[src/rtl/src_pkg.sv]
// Constants and shared types of the separable row convolution block.
package src_pkg;

  localparam int SAMPLE_W   = 24;
  localparam int COEF_W     = 16;
  localparam int TAP_IDX_W  = 7;
  localparam int RADIUS_W   = 6;
  localparam int FRAC_BITS  = 15;

  localparam int MAX_TAPS   = 71;
  localparam int MAX_COLS   = 4096;
  localparam int MAX_RADIUS = (MAX_TAPS - 1) / 2;

  localparam int RAD_W      = (MAX_RADIUS > 1) ? $clog2(MAX_RADIUS + 1) : 1;
  localparam int CNT_W      = $clog2(MAX_COLS + 1);
  localparam int CELL_IW    = $clog2(MAX_TAPS);
  localparam int PROD_W     = SAMPLE_W + COEF_W;
  localparam int ACC_W      = PROD_W + $clog2(MAX_TAPS);

  typedef struct packed {
    logic shift;
    logic rotate;
  } src_cell_ctrl_t;

  typedef struct packed {
    logic clear;
    logic mul_en;
  } src_mac_ctrl_t;

endpackage

[src/rtl/src_cell.sv]
// One cell of the window ring: a sample and a tap, shifted or rotated to neighbors.
module src_cell (
  input  logic                                clk_i,
  input  logic                                rst_ni,
  input  src_pkg::src_cell_ctrl_t             ctrl_i,
  input  logic signed [src_pkg::SAMPLE_W-1:0] shift_w_i,
  input  logic signed [src_pkg::SAMPLE_W-1:0] rot_w_i,
  input  logic signed [src_pkg::COEF_W-1:0]   rot_t_i,
  input  logic                                tap_we_i,
  input  logic signed [src_pkg::COEF_W-1:0]   tap_i,
  output logic signed [src_pkg::SAMPLE_W-1:0] w_o,
  output logic signed [src_pkg::COEF_W-1:0]   t_o
);
  import src_pkg::*;

  logic signed [SAMPLE_W-1:0] w_q, w_d;
  logic signed [COEF_W-1:0]   t_q, t_d;

  always_comb begin
    w_d = w_q;
    t_d = t_q;
    priority if (ctrl_i.rotate) begin
      w_d = rot_w_i;
      t_d = rot_t_i;
    end else if (ctrl_i.shift) begin
      w_d = shift_w_i;
    end else if (tap_we_i) begin
      t_d = tap_i;
    end else begin
      w_d = w_q;
      t_d = t_q;
    end
  end

  always_ff @(posedge clk_i or negedge rst_ni) begin
    if (!rst_ni) begin
      w_q <= '0;
      t_q <= '0;
    end else begin
      w_q <= w_d;
      t_q <= t_d;
    end
  end

  assign w_o = w_q;
  assign t_o = t_q;

endmodule

[config.mk]
export PLATFORM = sky130hd
export DESIGN_NAME = src_cell
export DESIGN_NICKNAME = d
export VERILOG_FILES = /design/src/rtl/src_pkg.sv /design/src/rtl/src_cell.sv
export SDC_FILE = /design/constraint.sdc
export NUM_CORES = 1
export LEC_CHECK = 0
export BUFFER_PORTS_ARGS = -buffer_cell sky130_fd_sc_hd__buf_2
export CAP_MARGIN = 20
export CORE_MARGIN = 5
export CORE_UTILIZATION = 39
export DETAILED_ROUTE_END_ITERATION = 6
export GPL_ROUTABILITY_DRIVEN = 0
export PLACE_DENSITY_LB_ADDON = 0.08
export RECOVER_POWER = 100
export SLEW_MARGIN = 20
export SYNTH_ARGS = -nofsm -noshare
export SYNTH_HDL_FRONTEND = slang
export SYNTH_SLANG_ARGS = --single-unit
[constraint.sdc]
create_clock -name clk_i -period 0.8 [get_ports clk_i]
set_input_delay 0.16 -clock clk_i [delete_from_list [all_inputs] [get_ports clk_i]]
set_output_delay 0.16 -clock clk_i [all_outputs]
set_load 0.01 [all_outputs]
* Word-level counts from Yosys, hierarchy flattened *
Cells that the tools add are included.

word-level totals
  flip-flop bits (word level) = 40
  input port bits = 85
  output and inout port bits = 40

cells by class
  equality and inequality tests = 1
  muxes and demuxes = 5
  reduce and logical (&&, ||, !) cells = 3

operators with widths
  kind                                  number
  16-bit 2-to-1 mux                     3
  24-bit 2-to-1 mux                     2
  2-bit nonzero test                    2
  2-bit != test, second input constant  1
  2-bit AND reduction                   1

* Logic depth before layout (Yosys ltp) *
  depth in word-level cells = 3
  gate-level depth with buffers = 4
  gate-level depth less buffers = 2

* Least setup slack after synthesis *
Ideal clock, no wire load.

  path kind = input -> register
  from = input port ctrl_i[0] (netlist bit)
  to = register t_q[10] (netlist: t_o[10])
  library setup time = 101 ps
  arrival = 715 ps
  slack = -16 ps
  stages on the path = 3
  cells stage by stage = buf_2 buf_4 o311ai_2

on the way
  cells in the longest elaborated chain, start to end = 2
  elaborated cells on any way between the ends = 4
  those cells by class = eq/ne: 1; mux: 1; reduce/logical: 2

ends and longest elaborated chain
  item                                                                  line            text
  start, declared                                                       src_cell.sv:5   input src_pkg::src_cell_ctrl_t ctrl_i,
  2-bit != test (no source line) or 2-bit nonzero test (tied branches)  -
  2-bit AND reduction (no source line)                                  -
  end signal, assigned                                                  src_cell.sv:41  t_q <= t_d;
  end, declared                                                         src_cell.sv:17  logic signed [COEF_W-1:0] t_q, t_d;

Parallel ways exist; a longest one is shown, timed or not.
A chain may end at the register's enable or synchronous reset.

* Final worst setup path *
  from = register t_q[15] (netlist: t_o[15])
  to = output port t_o[15] (netlist bit)

RTL lines
  item           line            text
  end, declared  src_cell.sv:12  output logic signed [src_pkg::COEF_W-1:0] t_o

No word-level cell between the ends.

==> metrics.yaml <==
failed_checks: "setup timing"
layout-drive-gt1-share_pct: 52.5
crit_path_start_kind: "flip-flop"
initial_core_util_pct: 40.7
dp_slack_ns: -0.203
ir_worst_vdd_mv: 0.803
cts_tree: "built"
syn_nets: 278
fin_worst_skew_ns: 0
fin_util_pct: 60.3
grt_overflow_total: 0
cts_inserted_buffers: 5
ff_latch_area_sq_mm: 0.00100
placed_cell_area_sq_mm: 0.00280
vias: 1976
hold_class: "in2reg"
critPathKind: "reg2out"
dieArea_sq_mm: 0.00696
synth_warnings: 0
globalRouteTotalUtil_pct: 16.8
power_density_mw_per_mm2: 1720
grt_pass1_wl_um: 9760
design_area_sq_mm: 0.00312
ios: 125
synth.distinct_cells: 15
timing.final.crit_share_pct: 126
slowest_stage: "dfrtp_1"
cts_htree_levels: 2
rsz0062_at_grt: "yes"
max_slew_margin_pct: 74.5
final_cells: 409
cts_num_sinks: 40
ant_nets: 0
critPathTopFamily: "flip-flops"
arrival_ns: 0.85
die_h_um: 83.4
firstDrtPassIters: 4
drtIter0Drc: 146
grt_max_degree: 41
cp.required_ns: 0.64
p_leak_nw: 1.62
die_x_um: 83.4
syn_inst: 193
drt-wirelength-per-cell_um: 14.5
layout.nets: 423
fin_hold_ws_ns: 0.0731
multiInputGateArea_sq_um: 936
clock.fmax_ghz: 0.989
dp_hpwl_um: 4150
status: "finished, violations left"
portBuffers: 124
fillers: 449
end_kind: "output pin"
diodes: 0
max_cap_viol_count: 0
grt_pass1_vias: 2003
antenna_found_initial: 0
clock_tree.buffer_depth: 2
worst_slew_pin_slew_ns: 0.383
fp-row-count: 26
core_area_sq_mm: 0.00517
clk_latency_ns: 0.29
ys_seq_elements: 40
drc: 0
vias_per_cell: 4.83
place_inst: 380
clkTransAtPathRegs_ns: 0.09
syn_area_sq_mm: 0.00210
avgSynthCellArea_sq_um: 10.9
drt-total-wl_um: 5940
crit_path_cell_trace: "buf_2"
finalHoldViolations: 0
fin_crit_ns: 1.01
yosysSeqAreaShare_pct: 47.6
timing.critical_path.buf_inv: 1
clockRootBuffer: "clkbuf_8"
fin_ws_ns: -0.212
slew_violations: 0
cpPeakStageDelay_ns: 0.41
area_delta_synth_final_pct: 48.2
path_max_fanout: 2
setup_viol: 53
[metrics by stage]
step | total power [W] | setup TNS, ns
global route | 0.00568 | -10.14
CTS | 0.00532 | -7.95
global placement | 0.00349 | -6.14
floorplan | 0.00294 | 0
finish | 0.00535 | -7.48
detailed placement | 0.00350 | -6.56
[area by class of cell]
type,count,area share (%)
timing repair buffer,154,29.4
multi-input combinational,121,30.0
clock inverter,3,1.53
sequential,40,32.1
tap,70,2.81
inverter,16,1.93
clock buffer,5,2.21
[cells in the mapped netlist (all sizes together)]
cell type,count,area (sq um)
dfrtp,40,1000
nand2,40,150
mux2i,24,240
o21ai,24,120
inv,16,60.1
nand4bb,16,180
o311ai,16,215
buf,14,119
clkbuf,2,7.51
and2b,1,10.0
[power by group]
group | internal [W] | leakage, nW | total (W) | switching [W]
Sequential | 0.00221 | 0.484 | 0.00232 | 0.000106
Clock | 0.000941 | 0.0583 | 0.00172 | 0.000779
Combinational | 0.000697 | 1.08 | 0.00131 | 0.000610
Total | 0.00385 | 1.62 | 0.00535 | 0.00149
[routing by layer]
metal / global-route usage, % / up-vias / part of all wire [%]
met2: 27.6 / 77 / 47
met5: 0 / - / 0
met3: 5.74 / 4 / 8.1
met1: 21.1 / 924 / 44
li1: - / 971 / -
met4: 4.68 / 0 / 0.77
[worst min-delay path, delay by kind of cell]
kind	cells	cell delay, ns
compound gates	1	0.06
simple gates	1	0.04
buf+inv	1	0.07
[worst paths after layout]
check                             from  endpoint  slack (ns)  cells after the start
setup / recovery               t_o[15]   t_o[15]       -0.21                      1
hold / removal             rot_w_i[12]   w_o[12]        0.07                      3
setup reg to reg               w_o[23]   w_o[23]       -0.05                      3
hold reg to reg                 w_o[2]    w_o[2]        0.56                      2
max in group asynchronous       rst_ni    t_o[7]        0.11                      3
min in group asynchronous       rst_ni    w_o[1]        0.41                      3
[what timing repair did]
| action | 4_1_cts | 5_1_grt |
|---|---|---|
| gates resized for setup | 2 | 13 |
| hold buffers | 1 | 0 |
| endpoints found under the hold margin | 40 | 0 |
| pin swaps | 3 | 8 |
| buffers inserted | 9 | 13 |
| setup endpoints to repair | 40 | 53 |
[sequential cells by signal, indices dropped and copies added (netlist names)]
signal,flops
w_o,24
t_o,16
[cells in the final DEF, fill, tap and decap left out, types with 2 or more instances in the layout]
cell,n
o311ai_1,5
inv_1,12
o21ai_1,18
dfrtp_1,40
mux2i_1,23
o21ai_0,6
nand4bb_1,16
buf_4,23
inv_2,4
buf_6,6
buf_2,121
clkinv_4,2
buf_12,3
nand2_1,40
clkbuf_8,5
o311ai_2,11
[cells by family (layout without fill, tap and decap cells)]
group,Yosys count,after routing,share of synthesized area (%)
AO/OA/AOI/OAI,40,40,15.9
buffers and inverters,32,178,8.86
flip-flops,40,40,47.6
multiplexers,24,24,11.4
AND/OR/NAND/NOR,57,57,16.2
No activity file was read; power rests on OpenSTA's default activity.
