--- src/rtl/src_pkg.sv ---
// Constants and shared types of the separable row convolution block.
package src_pkg;

  localparam int SAMPLE_W   = 24;
  localparam int COEF_W     = 16;
  localparam int TAP_IDX_W  = 7;
  localparam int RADIUS_W   = 6;
  localparam int FRAC_BITS  = 15;

  localparam int MAX_TAPS   = 71;
  localparam int MAX_COLS   = 4096;
  localparam int MAX_RADIUS = (MAX_TAPS - 1) / 2;

  localparam int RAD_W      = (MAX_RADIUS > 1) ? $clog2(MAX_RADIUS + 1) : 1;
  localparam int CNT_W      = $clog2(MAX_COLS + 1);
  localparam int CELL_IW    = $clog2(MAX_TAPS);
  localparam int PROD_W     = SAMPLE_W + COEF_W;
  localparam int ACC_W      = PROD_W + $clog2(MAX_TAPS);

  typedef struct packed {
    logic shift;
    logic rotate;
  } src_cell_ctrl_t;

  typedef struct packed {
    logic clear;
    logic mul_en;
  } src_mac_ctrl_t;

endpackage

--- src/rtl/src_mac.sv ---
// Multiply-accumulate unit at the head of the ring, with rounding and saturation.
module src_mac (
  input  logic                                clk_i,
  input  logic                                rst_ni,
  input  src_pkg::src_mac_ctrl_t              ctrl_i,
  input  logic signed [src_pkg::SAMPLE_W-1:0] w_i,
  input  logic signed [src_pkg::COEF_W-1:0]   t_i,
  output logic signed [src_pkg::SAMPLE_W-1:0] value_o
);
  import src_pkg::*;

  localparam logic signed [ACC_W-1:0] HALF    = ACC_W'(1) << (FRAC_BITS - 1);
  localparam logic signed [ACC_W-1:0] SAT_MAX = ACC_W'((2 ** (SAMPLE_W - 1)) - 1);
  localparam logic signed [ACC_W-1:0] SAT_MIN = -(ACC_W'(2 ** (SAMPLE_W - 1)));

  logic signed [PROD_W-1:0] prod_q;
  logic                     prod_v_q;
  logic signed [ACC_W-1:0]  acc_q, acc_d;
  logic signed [ACC_W-1:0]  rnd;
  logic signed [ACC_W-1:0]  shifted;

  always_ff @(posedge clk_i) begin
    prod_q <= w_i * t_i;
  end

  always_comb begin
    acc_d = acc_q;
    priority if (ctrl_i.clear) begin
      acc_d = '0;
    end else if (prod_v_q) begin
      acc_d = acc_q + ACC_W'(prod_q);
    end else begin
      acc_d = acc_q;
    end
  end

  always_ff @(posedge clk_i or negedge rst_ni) begin
    if (!rst_ni) begin
      prod_v_q <= 1'b0;
      acc_q    <= '0;
    end else begin
      prod_v_q <= ctrl_i.mul_en;
      acc_q    <= acc_d;
    end
  end

  assign rnd     = acc_q + HALF;
  assign shifted = rnd >>> FRAC_BITS;

  always_comb begin
    priority if (shifted > SAT_MAX) begin
      value_o = SAT_MAX[SAMPLE_W-1:0];
    end else if (shifted < SAT_MIN) begin
      value_o = SAT_MIN[SAMPLE_W-1:0];
    end else begin
      value_o = shifted[SAMPLE_W-1:0];
    end
  end

endmodule

--- config.mk ---
export PLATFORM = sky130hd
export DESIGN_NAME = src_mac
export DESIGN_NICKNAME = d
export VERILOG_FILES = /design/src/rtl/src_pkg.sv /design/src/rtl/src_mac.sv
export SDC_FILE = /design/constraint.sdc
export NUM_CORES = 1
export LEC_CHECK = 0
export BUFFER_PORTS_ARGS = -buffer_cell sky130_fd_sc_hd__buf_2
export CAP_MARGIN = 20
export CORE_MARGIN = 1
export CORE_UTILIZATION = 41
export CTS_BUF_LIST = sky130_fd_sc_hd__clkbuf_8
export CTS_CLUSTER_SIZE = 25
export DETAILED_ROUTE_END_ITERATION = 8
export PLACE_DENSITY = 0.59
export SYNTH_ARGS = -nofsm -noshare
export SYNTH_HDL_FRONTEND = slang
export SYNTH_SLANG_ARGS = --single-unit
--- constraint.sdc ---
create_clock -name clk_i -period 7.8 [get_ports clk_i]
set_clock_uncertainty 0.05 [all_clocks]
set_input_delay 1.56 -clock clk_i [delete_from_list [all_inputs] [get_ports clk_i]]
set_output_delay 1.56 -clock clk_i [all_outputs]
set_load 0.005 [all_outputs]
# Yosys cells after proc, flatten, opt, wreduce, memory -nomap -nowiden
# Index checks and enable logic that the tools add are counted.
[totals]
memories = 0
rom_bits = 0
latch_bits = 0
ramBits = 0
ff_bits = 88
[classes]
muxes = 4
div = 0
shift = 0
n_lt_le_gt_ge = 2
bitwise_logic = 0
reduce_logical = 1
eq_ne = 0
n_mul = 1
n_addsub = 2
[op_table]
columns = ["operator", "n"]
rows = [
  ["$mux W47", 2],
  ["$mux W24", 2],
  ["$add A47 B16 Y47 const B", 1],
  ["$add A47 B40 Y47", 1],
  ["$mul A24 B16 Y40", 1],
  ["$gt A32 B24 Y1 const B", 1],
  ["$lt A32 B24 Y1 const B", 1],
  ["$reduce_bool A2 Y1", 1],
]

# Longest topological paths before layout
[logic_depth]
word_depth = 4
depth_mapped = 25

# Worst setup path after synthesis
# Ideal clock, no wire load.
[synth_path]
path_type = "input -> register"
from = "in t_i[15] (netlist bit)"
to = "reg prod_q[37]"
cell_stages = 22
slack_ns = 0.537
path_buffers = 1
t_required_ns = 7.678
arrival_ns = 7.141
setup_ns = 0.072
cell_sequence = "inv_1 > clkbuf_1 > nor2_1 > fa_1 > fa_1 > fa_1 > fa_1 > fa_1 > inv_1 > fa_1 > inv_1 > ha_1 > a21o_1 > a21oi_1 > o21bai_1 > a221o_1 > nand2b_1 > o2111ai_1 > nand2_1 > a41oi_1 > nor2b_1 > xnor2_1"
[synth_between]
elab_chain_cells = 1
[synth_lines]
columns = ["element", "line_no", "rtl"]
rows = [
  ["start: declaration", "src_mac.sv:7", "input logic signed [src_pkg::COEF_W-1:0] t_i,"],
  ["$mul A24 B16 Y40", "src_mac.sv:23", "prod_q <= w_i * t_i;"],
  ["end signal: assignment", "src_mac.sv:23", ""],
  ["end: declaration", "src_mac.sv:16", "logic signed [PROD_W-1:0] prod_q;"],
]
# Every way passes these cells.
# A chain may end at the register's enable or synchronous reset.

# Final worst setup path
[layout_path]
from = "in t_i[15] (netlist bit)"
to = "reg prod_q[36]"
# Same word-level chain as after synthesis.

==> run summary <==
status: finished clean
WL final: 47000 µm
Post-synth EDFFs: 0
worst min path class: flip-flop to flip-flop
fillcell total: 4672
Placement Cell Area: 21000 µm²
CTS Hold Bufs: 0
initial antenna violation count: 1
Die Ht: 223 µm
post-synthesis net count: 2823
final hold vios: 0
register area share after synthesis: 10.0%
critical path's top delay family: adder cells
Max stage delay on crit path: 0.57 ns
biggest area consumer among synthesized cells: fa_1
Worst Path Buf+Inv: 4
Pre-antenna DRT Iters: 5
post-place setup slack: 0.123 ns
hold wc startpoint: acc_q[7]$_DFFE_PN0P_
Routability Congestion: 0.892
worst-path cell chain: buf_2, inv_1, nor2_1, fa_1, fa_1, fa_1, fa_1, fa_1, inv_1, fa_1, inv_1, ha_1, a2111oi_0, o21ai_0, a31oi_1, o31ai_1, a21oi_1, a31oi_1, a21o_1, a21oi_1, xnor2_1
Critical Path Source Type: input port
number of global-route vias before repair: 15700
Final min period: 7.33 ns
H-tree Lvls: 3
Peak Freq: 0.137 GHz
critical path class: input port to flip-flop
Warnings, synthesis: 0
die area: 49600 µm²
largest net degree at the start of global routing: 49
Final Cell Area: 21200 µm²
setup bufs post-CTS: 0
asr flop ratio synth: 54.5%
final core occ: 44.3%
TNS Setup: 0 ns
Main synth FF type: dfrtp_1
core region area: 47800 µm²
Slew @ Worst Pin: 0.883 ns
RR Endpoint: acc_q[46]$_DFFE_PN0P_
overall routing resource usage: 20.2%
Inserted Clock Buffers: 9
Slew HR: 41.1%
slowest CP cell: fa_1
global-route wire length before repair: 80700 µm
routed len/inst: 16.1 µm
Vias: 14800
post-synthesis cell type count: 91
syn avg cell area: 8.83 µm²
Seq. cell area: 2000 µm²
# rows: 80
share of cells above drive strength 1: 7.88%
Post-Syn Instances: 2259
PostCTS Resize Cnt: 0
Slew Viols, Final: 0
Multi-input gate area: 15800 µm²
Crit path arrival time: 7.59 ns
Die Width: 223 µm
Max Buffers Root-to-Sink: 2
DRC errors left: 0
R2R depth: 12
WHS Endpoint: acc_q[7]$_DFFE_PN0P_
Initial Util: 41.7%
gr ovfl total: 0
CTS tree: done
Yosys top cell area share: 37.6%
fin crit share: 93.9%
Synth top cells by count: inv_1 (476), fa_1 (375), nand2_1 (276)
clock sink count: 88
initial drt markers: 694
Worst setup EP type: flip-flop
clock tree root driver cell: clkbuf_8
io pins: 68
most used cell, CP: fa_1
hpwl dp: 40000 µm
Synth area leaders: fa_1 (38%), ha_1 (9.1%), inv_1 (9.0%), dfrtp_1 (6.0%), nand2_1 (5.2%)
setup violators final: 0
Max-Cap Viols: 0
area grow syn2layout: 6.15%
RSZ-0062 raised after global routing: no
count leader, synth: inv_1
Crit Path Max Fanout: 7
Port-buffer cells: 67
hold path depth: 2
FF+latch count, synth: 88
r2r startpoint: acc_q[0]$_DFFE_PN0P_
Vias/cell: 5.07
Cell Area, Synth: 20000 µm²
setup ws final: 0.474 ns
Worst Path Required: 8.06 ns
clock latency on the worst-skew pair: 0.39 ns
R2R setup slack: 4.16 ns
fin nets: 2855
DRT antenna net count: 0
CTS clk-pin slew, worst paths: 0.08 ns
-- cell type report --
cell class,instances,area share [%]
Antenna cell,1,0.0118
Clock buffer,10,0.650
Clock inverter,6,0.189
Inverter,477,8.45
Multi-Input combinational cell,1605,74.5
Sequential cell,88,9.46
Tap cell,615,3.63
Timing Repair Buffer,110,3.11
-- cells in the final DEF, fill, tap and decap left out, types with 3 or more instances in the layout --
cell	netlist	layout
ha_1	145	145
mux2i_1	26	26
nand2b_1	15	15
o21ai_2	21	21
o21a_1	5	5
and2_1	158	158
a2111oi_0	3	3
clkbuf_8	0	10
and4_1	5	5
o31ai_1	4	4
a21o_1	41	41
dfrtp_1	48	47
nand3b_1	3	3
xnor2_1	75	75
nor2b_1	12	12
nor3_1	10	10
a211oi_1	11	11
buf_4	1	43
nor2_1	102	102
buf_2	1	67
a21oi_1	89	89
a31oi_1	13	13
xor2_1	27	27
and3_1	12	12
a21boi_1	3	3
nand3_1	21	21
and3_4	3	3
o221ai_1	3	3
o21ai_0	40	40
nand4_1	16	16
inv_1	476	476
dfxtp_1	40	40
nand2_1	276	276
or3_1	4	4
fa_1	375	375
o21bai_1	17	17
o21ai_1	8	8
-- through the flow --
step	hold slack, ns	cells
global placement	0.455	2895
global route	0.517	2912
CTS	0.485	2911
detailed placement	0.465	2895
finish	0.484	2912
floorplan	0.438	2259
-- flip-flops by register name (all words and copies together), names as in the netlist --
register  cells
prod_v_q      1
prod_q       40
acc_q        47
-- how the worst max path moves through the flow --
stage | start | slack (ns) | end | depth (start not counted)
3_3_place_gp | t_i[15] | 0.22 | prod_q[36]$_DFF_P_ | 21
3_5_place_dp | t_i[3] | 0.12 | prod_q[36]$_DFF_P_ | 23
2_1_floorplan | t_i[15] | 0.54 | prod_q[37]$_DFF_P_ | 22
4_1_cts | t_i[15] | 0.54 | prod_q[36]$_DFF_P_ | 21
6_report | t_i[15] | 0.47 | prod_q[36]$_DFF_P_ | 21
5_1_grt | t_i[15] | 0.1 | prod_q[36]$_DFF_P_ | 21
-- worst min-delay path: stages (launching register included) --
cell     delay, ns
dfrtp_1       0.36
a21oi_1       0.07
nor2_1        0.08
-- metal layers --
metal,up-vias,GRT usage [%],routed length [µm]
met5,-,0,0
met3,56,2.87,2950
met1,7265,29.6,22800
li1,7022,-,-
met2,421,31.6,20500
met4,0,4.27,771
-- logic make-up after synthesis --
kind of cell	Yosys count	synth area share (%)
XOR/XNOR	102	4.48
AO/OA/AOI/OAI	293	9.97
multiplexers	27	1.36
flip-flops	88	10.0
buffers and inverters	566	10.9
adder cells (fa/ha/maj)	520	46.7
AND/OR/NAND/NOR	663	16.6
Power is left out: the tool's default activity adds up to more than one toggle a clock period on the data nets, which glitch-free logic cannot reach.
